$ cat config.mk
export PLATFORM = sky130hd
export DESIGN_NAME = tfdb_ctrl
export DESIGN_NICKNAME = d
export VERILOG_FILES = /design/src/hdl/tfdb_pkg.sv /design/src/hdl/tfdb_ctrl.sv
export SDC_FILE = /design/constraint.sdc
export NUM_CORES = 1
export LEC_CHECK = 0
export ABC_AREA = 1
export BUFFER_PORTS_ARGS = -buffer_cell sky130_fd_sc_hd__buf_2
export CAP_MARGIN = 20
export CORE_AREA = 8 8 45 47
export CTS_CLUSTER_SIZE = 30
export DETAILED_ROUTE_END_ITERATION = 10
export DIE_AREA = 0 0 53 55
export PLACE_DENSITY_LB_ADDON = 0.12
export SYNTH_ARGS = -nofsm -noshare
export SYNTH_HDL_FRONTEND = slang
export SYNTH_SLANG_ARGS = --single-unit
$ cat constraint.sdc
create_clock -name i_clk -period 1.63 [get_ports i_clk]
set_clock_uncertainty 0.15 [all_clocks]
set_input_delay 0.326 -clock i_clk [delete_from_list [all_inputs] [get_ports i_clk]]
set_output_delay 0.326 -clock i_clk [all_outputs]
set_load 0.01 [all_outputs]
$ cat src/hdl/tfdb_pkg.sv
// ----------------------------------------------------------------------------
// tfdb_pkg
// Shared types and constants for the timestamped frame delay buffer.
// ----------------------------------------------------------------------------
package tfdb_pkg;

    localparam int unsigned TIME_W   = 48;
    localparam int unsigned BYTES_W  = 32;
    localparam int unsigned MBYTES_W = 13;
    localparam int unsigned DELAY_W  = 16;
    localparam int unsigned TOTAL_W  = 35;
    localparam int unsigned LIMIT_W  = 33;
    localparam int unsigned CFG_W    = 16;
    localparam int unsigned CFG_IDX_W = 1;
    localparam int unsigned SLOT_W   = 8;
    localparam int unsigned DIFF_W   = 50;
    localparam int unsigned BEST_W   = 10;

    localparam int unsigned MBYTE_SHIFT = 20;
    localparam logic [BEST_W-1:0] START_DIFF = 10'd1000;
    localparam logic [MBYTES_W-1:0] MBYTES_RESET = 13'd128;

    localparam logic OP_PUSH  = 1'b0;
    localparam logic OP_QUERY = 1'b1;

    localparam logic [CFG_IDX_W-1:0] CFG_BUFFER_MBYTES = 1'd0;
    localparam logic [CFG_IDX_W-1:0] CFG_DELAY_MS      = 1'd1;

    typedef struct packed {
        logic load;
        logic rd_oldest;
        logic drop;
        logic append;
        logic scan_issue;
        logic emit;
    } t_dp_cmd;

    typedef struct packed {
        logic op_query;
        logic bytes_zero;
        logic full;
        logic empty;
        logic over_limit;
        logic scan_more;
        logic scan_done;
        logic send;
        logic out_free;
    } t_dp_status;

endpackage

$ cat src/hdl/tfdb_ctrl.sv
// ----------------------------------------------------------------------------
// tfdb_ctrl
// Sequencer for push, eviction and query scan of the frame delay buffer.
// ----------------------------------------------------------------------------
module tfdb_ctrl (
    input  logic                  i_clk,
    input  logic                  i_rst_n,
    input  logic                  i_in_valid,
    output logic                  o_in_ready,
    input  tfdb_pkg::t_dp_status  i_status,
    output tfdb_pkg::t_dp_cmd     o_cmd
);

    typedef enum logic [3:0] {
        S_IDLE,
        S_DECODE,
        S_FULL_RD,
        S_FULL_SUB,
        S_APPEND,
        S_CHECK,
        S_DROP_RD,
        S_DROP_SUB,
        S_SCAN,
        S_FINISH
    } t_state;

    t_state r_state;
    t_state n_state;

    always_comb begin
        n_state = r_state;
        o_cmd   = '0;
        case (r_state)
            S_IDLE: begin
                o_cmd.load = i_in_valid;
                if (i_in_valid) begin
                    n_state = S_DECODE;
                end
            end
            S_DECODE: begin
                if (i_status.op_query) begin
                    n_state = i_status.empty ? S_IDLE : S_SCAN;
                end else if (i_status.bytes_zero) begin
                    n_state = S_IDLE;
                end else if (i_status.full) begin
                    n_state = S_FULL_RD;
                end else begin
                    n_state = S_APPEND;
                end
            end
            S_FULL_RD: begin
                o_cmd.rd_oldest = 1'b1;
                n_state = S_FULL_SUB;
            end
            S_FULL_SUB: begin
                o_cmd.drop = 1'b1;
                n_state = S_APPEND;
            end
            S_APPEND: begin
                o_cmd.append = 1'b1;
                n_state = S_CHECK;
            end
            S_CHECK: begin
                n_state = i_status.over_limit ? S_DROP_RD : S_IDLE;
            end
            S_DROP_RD: begin
                o_cmd.rd_oldest = 1'b1;
                n_state = S_DROP_SUB;
            end
            S_DROP_SUB: begin
                o_cmd.drop = 1'b1;
                n_state = S_CHECK;
            end
            S_SCAN: begin
                o_cmd.scan_issue = i_status.scan_more;
                if (i_status.scan_done) begin
                    n_state = S_FINISH;
                end
            end
            S_FINISH: begin
                if (!i_status.send) begin
                    n_state = S_IDLE;
                end else if (i_status.out_free) begin
                    o_cmd.emit = 1'b1;
                    n_state = S_IDLE;
                end
            end
            default: begin
                n_state = S_IDLE;
            end
        endcase
    end

    always_ff @(posedge i_clk) begin
        if (!i_rst_n) begin
            r_state <= S_IDLE;
        end else begin
            r_state <= n_state;
        end
    end

    assign o_in_ready = (r_state == S_IDLE);

endmodule

After elaboration in Yosys (flattened, before gate mapping):

Index checks and enable logic that the tools add are counted.

* output and inout bits: 7
* bits of input ports: 12
* register bits: 4

* reductions and logical operators: 5
* multiplexer cells: 18
* equal/unequal tests: 12

Operators with widths (count)
* $pmux W4 S9: 1
* $mux W4: 7
* $eq A4 B3 Y1 const B: 4
* $eq A4 B2 Y1 const B: 2
* $eq A4 B4 Y1 const B: 2
* $mux W1: 8
* $mux W3: 2
* $reduce_or A2 Y1: 3
* $eq A4 B1 Y1 const B: 1
* $logic_not A4 Y1: 1
* $ne A2 B2 Y1 const B: 2
* $ne A3 B3 Y1 const B: 1
* $reduce_and A3 Y1: 1

Longest topological paths before layout:

* depth after elaboration: 4
* gate-level depth with buffers: 8

Least setup slack after synthesis:

No wires, ideal clock.

* path kind: reg-to-output
* from: reg r_state[2]
* to: out o_cmd[5] in the netlist's numbering
* slack: 325 ps
* data arrival time: 829 ps
* cell stages (with the launch flop): 4
* data required time: 1154 ps
* path buffers: 0
* cells stage by stage: dfxtp_1 > nor2_1 > inv_1 > nor3_1

RTL lines
* from (decl): RTL line tfdb_ctrl.sv:27 `t_state r_state;`
* from (signal assigned): RTL line tfdb_ctrl.sv:98 `r_state <= n_state;`
* to (decl): RTL line tfdb_ctrl.sv:11 `output tfdb_pkg::t_dp_cmd o_cmd`

==> results.yml <==
drt:
  wl_per_cell_um: 9.16
  drc: 0
  first_iter_violations: 5
  ant_nets: 0
  first_pass_iters: 4
  vias: 438
  routed_wl_um: 953
  via_per_inst: 4.21
synth:
  synth_common_cells: "16 x inv_1, 14 x nand2_1, 14 x nor2_1"
  synthArstFlopShare_pct: 0
  yosysMostFrequentCell: "inv_1"
  synth_top_area_share_pct: 23.1
  synth_compound_area_share_pct: 2.89
  yosysTopAreaCell: "dfxtp_1"
  yosys-top-cells-area: "dfxtp_1 23%, inv_1 17%, nand2_1 15%, nor2_1 15%, nand3_1 13%"
  synthAdderAreaFrac_pct: 0
  synth-xor-area-share_pct: 0
  ys_ff_latch: 4
  synth_cell_types: 12
  synth_warnings: 0
  syn_inst: 67
  synth_mux_area_share_pct: 0
  synth_area_per_cell_um2: 5.17
  synth_nets: 79
  synth_edf_count: 0
  ys.flop_type: "dfxtp_1"
  synth_simple_gate_area_share_pct: 55.6
  synth_top_family_by_area: "simple AND/OR/NAND/NOR gates"
  ys_seq_area_share_pct: 23.1
  synth_area_um2: 347
hold_path:
  hp-class: "in2reg"
layout:
  layout-drive-gt1-share_pct: 35.2
  largest_registers: "r_state x4"
  antenna_cells: 0
  largest_register_ffs: 4
  final_net_count: 102
  final_cells: 104
  areaGrowthSynthToFinish_pct: 40.4
  regMostFlops: "r_state"
floorplan:
  coreArea_mm2: 0.00138
  dieWidth_um: 53
  die_height_um: 55
  start_util_pct: 25.0
  die_area_mm2: 0.00292
  rows: 14
  pin_count: 19
timing:
  final-setup-viol-count: 0
  setup_tns_ns: 0
  finalCriticalPeriod_ns: 1.57
  layout_setup_ws_ns: 0.0610
  min_period_over_period_pct: 96.3
  slew_headroom_pct: 88.6
  fmax_mhz: 637
  tightest_slew_ns: 0.171
  hold_violations: 0
  rsz0062_at_grt: "yes"
  slew_viol_final: 0
clock_tree:
  clock_sinks: 4
  cts-root-buf: "clkbuf_4"
  ctsHoldBuffers: 0
  cts_tree: "yes"
  path_clk_slew_ns: 0.04
  cts_inserted_buffers: 3
  clk_path_buf_depth: 2
  postCtsSetupBuffers: 0
  ctsHtreeMaxLevel: 1
  clk_latency_ns: 0.23
power_and_ir_drop:
  leakagePower_uw: 0.000307
  max-vdd-ir-drop_v: 0.000323
  power.density_mw_per_mm2: 916
  power.total_uw: 446
worst_setup_path:
  criticalPathCategory: "reg2out"
  cp_cell_sequence: "nor2_2 > inv_1 > nor3_1 > buf_2"
  cp_slowest_cell: "dfxtp_2"
  cp-start-kind: "register"
  end_kind: "output pin"
  crit_fanout: 4
  critical-path-top-delay-family: "flip-flops"
  worst-path-buf-inv: 2
  crit_arrival_ns: 1.09
  cp.required_ns: 1.15
  slowest_delay_ns: 0.33
grt:
  grt_usage_pct: 6.77
  grt_pass1_vias: 428
  grt_max_degree: 8
  grt_overflow_total: 0
  grt_pass1_wl_um: 1510
  antenna_found_initial: 0
placed_design:
  io_buffers: 18
  place_ws_ns: 0.228
  hpwlAfterDp_um: 831
  numPlacedInstances: 101
  gp_congestion: 0.711
run:
  max_cap_viol_count: 0
status:
  outcome: "complete, no violations"
through the flow:
step	hold WS, ns	area [um2]	utilization [%]
2_1_floorplan	0.274	347	-
3_3_place_gp	0.419	457	33.0
3_5_place_dp	0.419	457	33.0
4_1_cts	0.179	482	34.8
5_1_grt	0.205	487	35.2
6_report	0.177	487	35.2
report_power, final:
group,switching (uW),internal (uW),total [uW]
clock network,38.6,82.2,121
logic,118,73.3,192
registers,17.1,116,133
cells in the final DEF, fill, tap and decap left out:
master    instances
a21oi_1           1
buf_2            18
nand2_2           1
inv_2             1
nand3b_1          1
nor2_2            4
nand2_1          14
dfxtp_2           4
clkinv_1          1
nand3_1           9
o21ai_0           1
nor3_1            2
clkbuf_4          3
nor2_1           13
inv_1            15
worst register-to-register path, cell delays in order (launching register included):
cell     delay, ns
dfxtp_2       0.33
nor2_2        0.18
nand3_1       0.13
nand2_1       0.11
inv_1         0.04
a21oi_1       0.13
nor2_1        0.05
what timing repair did:
item / CTS / global route
endpoints found under the setup margin: 1 / 5
gates resized for setup: 1 / 5
cloned: 0 / 0
routing by layer:
| layer | GRT usage [%] | share of wire, % |
|---|---|---|
| met1 | 6.37 | 42 |
| met3 | 2.14 | 7.7 |
| met4 | 3.88 | 0.94 |
| met2 | 12.7 | 50 |
| met5 | 0 | 0 |
area by class of cell:
type,count,area [um2]
multi-input cells,46,205
well taps,16,20.0
fillers,177,897
clock buffers,3,22.5
inverters,17,63.8
flip-flops and latches,4,85.1
repair buffers,18,90.1
logic make-up (layout without fill, tap and decap cells):
group           count (synthesis)  count (layout)
compound gates                  2               2
flops                           4               4
simple gates                   44              44
buf+inv                        17              38
path summary, 6_finish.rpt:
path	from	endpoint	slack [ns]	depth (start not counted)
max	r_state[2]	o_cmd[5]	0.06	4
min	i_rst_n	r_state[2]	0.18	3
max reg2reg	r_state[2]	r_state[0]	0.40	6
min reg2reg	r_state[1]	r_state[1]	0.50	4
Note: power is estimated with default switching activity, not from simulation.
